==> src/rtl/pps_pkg.sv <==
`timescale 1ns / 1ps
// ----------------------------------------------------------------------------
// Preemptive priority scheduler package
// Shared sizes, controller state encoding and the command and status groups
// that join the controller to the datapath.
// ----------------------------------------------------------------------------
package pps_pkg;

   localparam int MAX_JOBS = 16;
   localparam int IDX_W    = (MAX_JOBS > 1) ? $clog2(MAX_JOBS) : 1;
   localparam int CNT_W    = $clog2(MAX_JOBS + 1);
   localparam int ID_W     = 8;
   localparam int ARR_W    = 16;
   localparam int BURST_W  = 16;
   localparam int PRI_W    = 8;
   localparam int TIME_W   = 21;

   typedef enum logic [2:0] {
      ST_LOAD,
      ST_CHECK,
      ST_SCAN,
      ST_DECIDE,
      ST_EMIT
   } sched_state_type;

   typedef struct packed {
      logic load;
      logic start_pass;
      logic scan;
      logic jump;
      logic run;
      logic emit;
      logic clear_set;
   } sched_cmd_type;

   typedef struct packed {
      logic idx_last;
      logic found;
      logic all_done;
      logic out_free;
   } sched_status_type;

endpackage

==> src/rtl/pps_channels.sv <==
`timescale 1ns / 1ps
// ----------------------------------------------------------------------------
// Preemptive priority scheduler channels
// Valid/ready channels for job requests and job results.
// ----------------------------------------------------------------------------
interface pps_req_if;
   import pps_pkg::*;

   logic             valid;
   logic             ready;
   logic [ID_W-1:0]  job_id;
   logic [ARR_W-1:0] arrival_time;
   logic [BURST_W-1:0] burst_length;
   logic [PRI_W-1:0] job_priority;
   logic             last_job;

   modport source (
      output valid, job_id, arrival_time, burst_length, job_priority, last_job,
      input  ready
   );
   modport sink (
      input  valid, job_id, arrival_time, burst_length, job_priority, last_job,
      output ready
   );
endinterface

interface pps_rsp_if;
   import pps_pkg::*;

   logic              valid;
   logic              ready;
   logic [ID_W-1:0]   result_id;
   logic [TIME_W-1:0] completion_time;
   logic [TIME_W-1:0] turnaround_time;
   logic [TIME_W-1:0] waiting_time;
   logic              last_result;

   modport source (
      output valid, result_id, completion_time, turnaround_time, waiting_time,
             last_result,
      input  ready
   );
   modport sink (
      input  valid, result_id, completion_time, turnaround_time, waiting_time,
             last_result,
      output ready
   );
endinterface

==> src/rtl/pps_datapath.sv <==
`timescale 1ns / 1ps
// ----------------------------------------------------------------------------
// Preemptive priority scheduler datapath
// Job table, scan comparator, simulated clock and the result register.
// ----------------------------------------------------------------------------
module pps_datapath (
   input  logic                        clock,
   input  logic                        reset,
   input  pps_pkg::sched_cmd_type      cmd,
   output pps_pkg::sched_status_type   status,
   input  logic [pps_pkg::ID_W-1:0]    job_id,
   input  logic [pps_pkg::ARR_W-1:0]   arrival_time,
   input  logic [pps_pkg::BURST_W-1:0] burst_length,
   input  logic [pps_pkg::PRI_W-1:0]   job_priority,
   input  logic                        rsp_ready,
   output logic                        rsp_valid,
   output logic [pps_pkg::ID_W-1:0]    result_id,
   output logic [pps_pkg::TIME_W-1:0]  completion_time,
   output logic [pps_pkg::TIME_W-1:0]  turnaround_time,
   output logic [pps_pkg::TIME_W-1:0]  waiting_time,
   output logic                        last_result
);
   import pps_pkg::*;

   logic [ID_W-1:0]    job_ids_ff   [MAX_JOBS];
   logic [ARR_W-1:0]   arrivals_ff  [MAX_JOBS];
   logic [BURST_W-1:0] bursts_ff    [MAX_JOBS];
   logic [BURST_W-1:0] remaining_ff [MAX_JOBS];
   logic [PRI_W-1:0]   priorities_ff[MAX_JOBS];
   logic [TIME_W-1:0]  finish_ff    [MAX_JOBS];

   logic [CNT_W-1:0]   count_ff;
   logic [CNT_W-1:0]   finished_ff;
   logic [TIME_W-1:0]  time_ff;
   logic [IDX_W-1:0]   idx_ff;
   logic               found_ff;
   logic               any_ff;
   logic [IDX_W-1:0]   best_idx_ff;
   logic [PRI_W-1:0]   best_pri_ff;
   logic [ARR_W-1:0]   best_arr_ff;
   logic [BURST_W-1:0] best_rem_ff;
   logic [ARR_W-1:0]   next_ff;
   logic               out_valid_ff;
   logic [ID_W-1:0]    out_id_ff;
   logic [TIME_W-1:0]  out_comp_ff;
   logic [TIME_W-1:0]  out_tat_ff;
   logic [TIME_W-1:0]  out_wait_ff;
   logic               out_last_ff;

   logic [IDX_W-1:0]   slot;
   logic               full;
   logic [ARR_W-1:0]   r_arr;
   logic [BURST_W-1:0] r_rem;
   logic [PRI_W-1:0]   r_pri;
   logic               r_ready;
   logic               better;
   logic               sooner;
   logic [TIME_W-1:0]  gap;
   logic [BURST_W-1:0] run_len;
   logic [BURST_W-1:0] rem_in;
   logic [TIME_W-1:0]  time_in;
   logic [TIME_W-1:0]  tat_in;
   logic               idx_last;

   always_comb begin
      slot     = count_ff[IDX_W-1:0];
      full     = (count_ff == CNT_W'(MAX_JOBS));
      r_arr    = arrivals_ff[idx_ff];
      r_rem    = remaining_ff[idx_ff];
      r_pri    = priorities_ff[idx_ff];
      r_ready  = (TIME_W'(r_arr) <= time_ff);
      better   = !found_ff || (r_pri < best_pri_ff) ||
                 ((r_pri == best_pri_ff) && (r_arr < best_arr_ff));
      sooner   = !any_ff || (r_arr < next_ff);
      gap      = TIME_W'(next_ff) - time_ff;
      run_len  = (any_ff && (gap < TIME_W'(best_rem_ff))) ? gap[BURST_W-1:0] : best_rem_ff;
      rem_in   = best_rem_ff - run_len;
      time_in  = time_ff + TIME_W'(run_len);
      tat_in   = finish_ff[idx_ff] - TIME_W'(r_arr);
      idx_last = ((CNT_W'(idx_ff) + CNT_W'(1)) == count_ff);
   end

   always_ff @(posedge clock) begin
      if (cmd.load && !full) begin
         job_ids_ff[slot]    <= job_id;
         arrivals_ff[slot]   <= arrival_time;
         bursts_ff[slot]     <= burst_length;
         remaining_ff[slot]  <= burst_length;
         priorities_ff[slot] <= job_priority;
         if (burst_length == '0) begin
            finish_ff[slot] <= TIME_W'(arrival_time);
         end
      end
      if (cmd.run) begin
         remaining_ff[best_idx_ff] <= rem_in;
         if (rem_in == '0) begin
            finish_ff[best_idx_ff] <= time_in;
         end
      end
      if (cmd.scan && (r_rem != '0)) begin
         if (r_ready) begin
            if (better) begin
               best_idx_ff <= idx_ff;
               best_pri_ff <= r_pri;
               best_arr_ff <= r_arr;
               best_rem_ff <= r_rem;
            end
         end else if (sooner) begin
            next_ff <= r_arr;
         end
      end
      if (cmd.emit) begin
         out_id_ff   <= job_ids_ff[idx_ff];
         out_comp_ff <= finish_ff[idx_ff];
         out_tat_ff  <= tat_in;
         out_wait_ff <= tat_in - TIME_W'(bursts_ff[idx_ff]);
         out_last_ff <= idx_last;
      end
   end

   always_ff @(posedge clock) begin
      if (reset) begin
         count_ff     <= '0;
         finished_ff  <= '0;
         time_ff      <= '0;
         idx_ff       <= '0;
         found_ff     <= 1'b0;
         any_ff       <= 1'b0;
         out_valid_ff <= 1'b0;
      end else begin
         if (cmd.load && !full) begin
            count_ff <= count_ff + CNT_W'(1);
            if (burst_length == '0) begin
               finished_ff <= finished_ff + CNT_W'(1);
            end
         end
         if (cmd.start_pass) begin
            idx_ff   <= '0;
            found_ff <= 1'b0;
            any_ff   <= 1'b0;
         end else if (cmd.scan || cmd.emit) begin
            idx_ff <= idx_ff + IDX_W'(1);
         end
         if (cmd.scan && (r_rem != '0)) begin
            if (r_ready) begin
               found_ff <= 1'b1;
            end else if (sooner) begin
               any_ff <= 1'b1;
            end
         end
         if (cmd.jump) begin
            time_ff <= TIME_W'(next_ff);
         end
         if (cmd.run) begin
            time_ff <= time_in;
            if (rem_in == '0) begin
               finished_ff <= finished_ff + CNT_W'(1);
            end
         end
         if (cmd.emit) begin
            out_valid_ff <= 1'b1;
         end else if (rsp_ready) begin
            out_valid_ff <= 1'b0;
         end
         if (cmd.clear_set) begin
            count_ff    <= '0;
            finished_ff <= '0;
            time_ff     <= '0;
         end
      end
   end

   always_comb begin
      status.idx_last = idx_last;
      status.found    = found_ff;
      status.all_done = (finished_ff == count_ff);
      status.out_free = !out_valid_ff || rsp_ready;
   end

   assign rsp_valid       = out_valid_ff;
   assign result_id       = out_id_ff;
   assign completion_time = out_comp_ff;
   assign turnaround_time = out_tat_ff;
   assign waiting_time    = out_wait_ff;
   assign last_result     = out_last_ff;

endmodule

==> src/rtl/pps_controller.sv <==
`timescale 1ns / 1ps
// ----------------------------------------------------------------------------
// Preemptive priority scheduler controller
// Sequences loading, the scheduling passes and the result drain.
// ----------------------------------------------------------------------------
module pps_controller (
   input  logic                      clock,
   input  logic                      reset,
   input  logic                      req_valid,
   input  logic                      req_last,
   output logic                      req_ready,
   input  pps_pkg::sched_status_type status,
   output pps_pkg::sched_cmd_type    cmd
);
   import pps_pkg::*;

   sched_state_type state_ff;
   sched_state_type state_in;

   always_ff @(posedge clock) begin
      if (reset) begin
         state_ff <= ST_LOAD;
      end else begin
         state_ff <= state_in;
      end
   end

   always_comb begin
      state_in  = state_ff;
      cmd       = '0;
      req_ready = 1'b0;
      case (state_ff)
         ST_LOAD: begin
            req_ready = 1'b1;
            if (req_valid) begin
               cmd.load = 1'b1;
               if (req_last) begin
                  state_in = ST_CHECK;
               end
            end
         end
         ST_CHECK: begin
            cmd.start_pass = 1'b1;
            state_in = status.all_done ? ST_EMIT : ST_SCAN;
         end
         ST_SCAN: begin
            cmd.scan = 1'b1;
            if (status.idx_last) begin
               state_in = ST_DECIDE;
            end
         end
         ST_DECIDE: begin
            if (status.found) begin
               cmd.run  = 1'b1;
               state_in = ST_CHECK;
            end else begin
               cmd.jump       = 1'b1;
               cmd.start_pass = 1'b1;
               state_in       = ST_SCAN;
            end
         end
         ST_EMIT: begin
            if (status.out_free) begin
               cmd.emit = 1'b1;
               if (status.idx_last) begin
                  cmd.clear_set = 1'b1;
                  state_in      = ST_LOAD;
               end
            end
         end
         default: begin
            state_in = ST_LOAD;
         end
      endcase
   end

endmodule

==> src/rtl/preemptive_priority_scheduler.sv <==
`timescale 1ns / 1ps
// ----------------------------------------------------------------------------
// Preemptive priority scheduler
// Loads a set of jobs, simulates preemptive priority scheduling over unit
// ticks and reports completion, turnaround and waiting time per job.
// ----------------------------------------------------------------------------
// Job requests are taken one per cycle until a request with last_job set;
// requests beyond 16 jobs are dropped, though their last flag still starts the
// run. Requests are then held off while the schedule is worked out. Each
// scheduling event (a job runs until it finishes or until the next arrival,
// or the clock jumps over an idle gap) takes one pass that reads the job
// table slot by slot through its single read port, then a decision step,
// and after a run a recheck of completion before the next pass. Results
// then leave in load order, one per cycle when the sink is ready, and a new
// set may be loaded while the final result still waits in the output register.
// ----------------------------------------------------------------------------
module preemptive_priority_scheduler (
   input  logic      clock,
   input  logic      reset,
   pps_req_if.sink   req_if,
   pps_rsp_if.source rsp_if
);
   import pps_pkg::*;

   sched_cmd_type    cmd;
   sched_status_type status;

   pps_controller u_controller (
      .clock     (clock),
      .reset     (reset),
      .req_valid (req_if.valid),
      .req_last  (req_if.last_job),
      .req_ready (req_if.ready),
      .status    (status),
      .cmd       (cmd)
   );

   pps_datapath u_datapath (
      .clock           (clock),
      .reset           (reset),
      .cmd             (cmd),
      .status          (status),
      .job_id          (req_if.job_id),
      .arrival_time    (req_if.arrival_time),
      .burst_length    (req_if.burst_length),
      .job_priority    (req_if.job_priority),
      .rsp_ready       (rsp_if.ready),
      .rsp_valid       (rsp_if.valid),
      .result_id       (rsp_if.result_id),
      .completion_time (rsp_if.completion_time),
      .turnaround_time (rsp_if.turnaround_time),
      .waiting_time    (rsp_if.waiting_time),
      .last_result     (rsp_if.last_result)
   );

endmodule

==> src/flat_wrapper.sv <==
// flat-port wrapper written by rule: the top's interface ports become plain ports
module preemptive_priority_scheduler_flat import pps_pkg::*;
  (clock, reset, req_if_valid, req_if_job_id, req_if_arrival_time, req_if_burst_length, req_if_job_priority, req_if_last_job, req_if_ready, rsp_if_valid, rsp_if_result_id, rsp_if_completion_time, rsp_if_turnaround_time, rsp_if_waiting_time, rsp_if_last_result, rsp_if_ready);
  pps_req_if req_if_i ();
  pps_rsp_if rsp_if_i ();
  input  logic clock;
  input  logic reset;
  input wire logic [$bits(req_if_i.valid)-1:0] req_if_valid;
  input wire logic [$bits(req_if_i.job_id)-1:0] req_if_job_id;
  input wire logic [$bits(req_if_i.arrival_time)-1:0] req_if_arrival_time;
  input wire logic [$bits(req_if_i.burst_length)-1:0] req_if_burst_length;
  input wire logic [$bits(req_if_i.job_priority)-1:0] req_if_job_priority;
  input wire logic [$bits(req_if_i.last_job)-1:0] req_if_last_job;
  output wire logic [$bits(req_if_i.ready)-1:0] req_if_ready;
  output wire logic [$bits(rsp_if_i.valid)-1:0] rsp_if_valid;
  output wire logic [$bits(rsp_if_i.result_id)-1:0] rsp_if_result_id;
  output wire logic [$bits(rsp_if_i.completion_time)-1:0] rsp_if_completion_time;
  output wire logic [$bits(rsp_if_i.turnaround_time)-1:0] rsp_if_turnaround_time;
  output wire logic [$bits(rsp_if_i.waiting_time)-1:0] rsp_if_waiting_time;
  output wire logic [$bits(rsp_if_i.last_result)-1:0] rsp_if_last_result;
  input wire logic [$bits(rsp_if_i.ready)-1:0] rsp_if_ready;
  assign req_if_i.valid = req_if_valid;
  assign req_if_i.job_id = req_if_job_id;
  assign req_if_i.arrival_time = req_if_arrival_time;
  assign req_if_i.burst_length = req_if_burst_length;
  assign req_if_i.job_priority = req_if_job_priority;
  assign req_if_i.last_job = req_if_last_job;
  assign req_if_ready = req_if_i.ready;
  assign rsp_if_valid = rsp_if_i.valid;
  assign rsp_if_result_id = rsp_if_i.result_id;
  assign rsp_if_completion_time = rsp_if_i.completion_time;
  assign rsp_if_turnaround_time = rsp_if_i.turnaround_time;
  assign rsp_if_waiting_time = rsp_if_i.waiting_time;
  assign rsp_if_last_result = rsp_if_i.last_result;
  assign rsp_if_i.ready = rsp_if_ready;
  preemptive_priority_scheduler u_core (.clock(clock), .reset(reset), .req_if(req_if_i), .rsp_if(rsp_if_i));
endmodule
==> config.mk <==
export PLATFORM = sky130hd
export DESIGN_NAME = preemptive_priority_scheduler_flat
export DESIGN_NICKNAME = d
export VERILOG_FILES = /design/src/rtl/pps_pkg.sv /design/src/rtl/pps_channels.sv /design/src/rtl/pps_datapath.sv /design/src/rtl/pps_controller.sv /design/src/rtl/preemptive_priority_scheduler.sv /design/src/flat_wrapper.sv
export SDC_FILE = /design/constraint.sdc
export NUM_CORES = 2
export LEC_CHECK = 0
export BUFFER_PORTS_ARGS = -buffer_cell sky130_fd_sc_hd__buf_4
export CAP_MARGIN = 20
export CORE_UTILIZATION = 62
export DETAILED_ROUTE_END_ITERATION = 10
export GPL_TIMING_DRIVEN = 0
export PLACE_DENSITY = 0.82
export SYNTH_ARGS = -nofsm -noshare
export SYNTH_HDL_FRONTEND = slang
export SYNTH_SLANG_ARGS = --single-unit
==> constraint.sdc <==
create_clock -name clock -period 11.9 [get_ports clock]
set_input_delay 0.595 -clock clock [delete_from_list [all_inputs] [get_ports clock]]
set_output_delay 0.595 -clock clock [all_outputs]
set_load 0.02 [all_outputs]
==> metrics.yaml <==
sta:
  setup_repair_after_global_routing_missed_its_margin: "false"
  final.min_clock_period_ns: 10.42
  final_min_period_over_clock_period_pct: 87.5
  finalSetupViolCount: 0
  worst_clock_skew_ns: 0.0300
  fmaxAchievable_mhz: 96.0
  slew_headroom_pct: 20.6
  slew_viols_final: 0
  timing_worst_slew_pin_value_ns: 1.19
  fin_worst_hold_slack_ns: 0.115
  hold_viol: 0
detailed_routing:
  routed_via_density: 6.94
  drt_first_iter_violations: 5243
  vias: 36800
  post-route-drc-count: 0
  drtAntennaViolNets: 0
  dr.pass1.iters: 8
  routedWlPerCell_um: 33.8
  postRouteWirelength_um: 179000
floorplan:
  placeableCoreArea_mm2: 0.102
  die_footprint_mm2: 0.105
  die-width_um: 324
  std_cell_rows: 117
  pin_count: 127
  die_h_um: 324
  initial_core_util_pct: 62.8
setup_path:
  timing.critical_path.fanout_max: 10
  worstReg2RegStart: "u_core.u_datapath.next_ff[0]$_DFFE_PP_"
  worst_ep_arrival_time_ns: 10.90
  criticalPathCategory: "register to register"
  cpPeakStageDelay_ns: 0.88
  worstSetupStartpoint: "u_core.u_datapath.next_ff[0]$_DFFE_PP_"
  start_kind: "register"
  critPathRequiredTime_ns: 12.38
  cp-end-kind: "register"
  cpMaxStageDelayCell: "a22oi_2"
place:
  io_buffers: 125
  gp_congestion: 0.971
  post_dp_cell_area_mm2: 0.0691
  dp_hpwl_um: 117000
logic_synthesis:
  warnings_from_yosys: 0
  synth_common_cells: "1,492 x edfxtp_1, 400 x mux4_2, 155 x inv_1, 154 x ha_1, 128 x nand2_1"
  post-synth-top-count-cell: "edfxtp_1"
  synth_top_area_share_pct: 69.7
  synth_top_cell_by_area: "edfxtp_1"
  yosys_most_used_dff: "edfxtp_1"
  synth.yosys.seq_area_share_pct: 71.1
  synthCells: 3403
  yosysUniqueCellTypes: 81
  post_synth_main_area_contributors: "edfxtp_1 70%, mux4_2 14%, ha_1 3.0%"
  syn-cell-area_mm2: 0.0643
  number_of_enable_type_register_cells_in_the_synthesized_netlist: 1492
  yosys_reg_bits: 1537
  postSynth.asyncResetShare_pct: 0
  mappedNetlistNets: 3615
  synth_area_per_cell_um2: 18.9
cts:
  clock_sinks: 1537
  cts_root_buf: "clkbuf_16"
  cts_tree: "done"
  worst_skew_pair.late_latency_ns: 0.79
  cts_hold_buffers: 0
  cts.clk_slew.worst_paths_ns: 0.06
  clk_path_buf_depth: 3
  post_cts.repair.setup_buffers: 0
  clock_tree.htree_level_count: 4
  post_cts_resized: 0
  cts_buffers: 150
worst_hold_path:
  min_from: "req_if_job_priority[7]"
  holdCritPathClass: "primary input to register"
layout:
  flow.area_growth_from_synthesis_pct: 15.2
  multi_input_area_mm2: 0.0177
  drive_above_1_share_pct: 24.3
  final_net_count: 4008
  postLayoutCellArea_mm2: 0.0741
  seq_area_mm2: 0.0457
  filler_cell_count: 5730
global_route:
  grt_pass1_wl_um: 253000
  globalRoute.totalOverflow: 0
  maximum_number_of_pins_on_one_net_before_global_route_repair: 24
  first_global_vias: 36600
  grt_antenna_before_repair: 7
  grt_use_total_pct: 34.8
job:
  max_cap_violations: 0
outcome:
  outcome: "completed"
power_and_ir_drop:
  static-leakage-power_uw: 0.0239
  worst_ir_drop_vdd_mv: 0.168
  power_density_mw_per_mm2: 180
==> critical path, delay by kind of cell, from the launching register on <==
kind,cells,cell delay [ns]
AO/OA/AOI/OAI,15,4.03
AND/OR/NAND/NOR,7,1.71
adder cells (fa/ha/maj),5,1.68
buffers and inverters,7,1.31
XOR/XNOR,2,0.51
multiplexers,1,0.50
flip-flops,1,0.36
==> path summary, 6_finish.rpt <==
path                                                                        end  depth (start not counted)  slack, ns
worst max-delay path               u_core.u_datapath.finish_ff[7][18]$_DFFE_PP_                         37       1.48
worst min-delay path            u_core.u_datapath.priorities_ff[8][7]$_DFFE_PP_                          1       0.11
worst min register to register       u_core.u_datapath.best_idx_ff[0]$_DFFE_PP_                          0       0.47
worst max register to register     u_core.u_datapath.finish_ff[7][18]$_DFFE_PP_                         37       1.48
==> cell type report <==
cell class / count / area share (%)
inverters: 155 / 0.785
plain buffers: 146 / 0.794
well taps: 1368 / 2.31
clock inverters: 93 / 1.04
diodes: 4 / 0.0135
clock buffers: 185 / 5.30
repair buffers: 241 / 4.15
flip-flops and latches: 1537 / 61.7
multi-input cells: 1565 / 23.9
==> metal layers <==
metal	routed length, um	GRT usage, %
met3	20800	9.48
met4	10600	17.6
met1	61500	43.9
met5	98	0
met2	86100	55.8
==> cells by family after synthesis <==
kind of cell | after synthesis | share of synthesized area, %
AND/OR/NAND/NOR | 442 | 3.31
XOR/XNOR | 92 | 1.25
flip-flops | 1537 | 71.1
multiplexers | 464 | 15.1
AO/OA/AOI/OAI | 408 | 4.27
buffers and inverters | 301 | 1.82
adder cells (fa/ha/maj) | 159 | 3.15
==> through the flow <==
| step | instances | TNS (ns) | util (%) | worst slack, ns | total power, uW |
|---|---|---|---|---|---|
| 2_1_floorplan | 3403 | 0 | - | 3.49 | 7880 |
| 3_3_place_gp | 4896 | -36.25 | 65.4 | -2.55 | 8610 |
| 3_5_place_dp | 4995 | 0 | 67.6 | 1.87 | 8730 |
| 4_1_cts | 5273 | 0 | 72.2 | 1.76 | 13300 |
| 5_1_grt | 5291 | 0 | 72.4 | 1.20 | 13700 |
| 6_report | 5294 | 0 | 72.4 | 1.48 | 13400 |
==> state kept, by name, summed over array words and instances (netlist names), 5 cells and up, named ones only <==
register                           flops
u_core.u_datapath.remaining_ff       256
u_core.u_datapath.priorities_ff      128
u_core.u_datapath.count_ff             5
u_core.u_datapath.finished_ff          5
u_core.u_datapath.result_id            8
u_core.u_datapath.turnaround_time     21
u_core.u_datapath.next_ff             16
u_core.u_datapath.time_ff             21
u_core.u_datapath.best_pri_ff          8
u_core.u_datapath.bursts_ff          256
u_core.u_datapath.completion_time     21
u_core.u_datapath.best_rem_ff         16
u_core.u_datapath.job_ids_ff         128
u_core.u_datapath.arrivals_ff        256
u_core.u_datapath.finish_ff          336
u_core.u_datapath.waiting_time        21
u_core.u_datapath.best_arr_ff         16
==> placed cells by master, fill, tap and decap left out, types with 30 or more instances in the layout <==
cell       count
buf_4        130
clkinv_1      38
nor2_1        91
inv_1        155
dfxtp_1       45
nand3_1       32
buf_1         40
edfxtp_1    1492
buf_8         44
mux4_2       400
ha_1         154
clkbuf_1     124
o21ai_0       94
a21oi_1       93
xor2_1        31
clkbuf_16    152
mux2i_1       43
xnor2_1       61
nand2_1      128
buf_16        30
==> power breakdown <==
group          total, uW  internal, uW  switching [uW]
clock               4600          2520            2070
sequential          6210          6160            53.5
combinational       2560          1010            1560
Power figures use the tool's default switching activity.
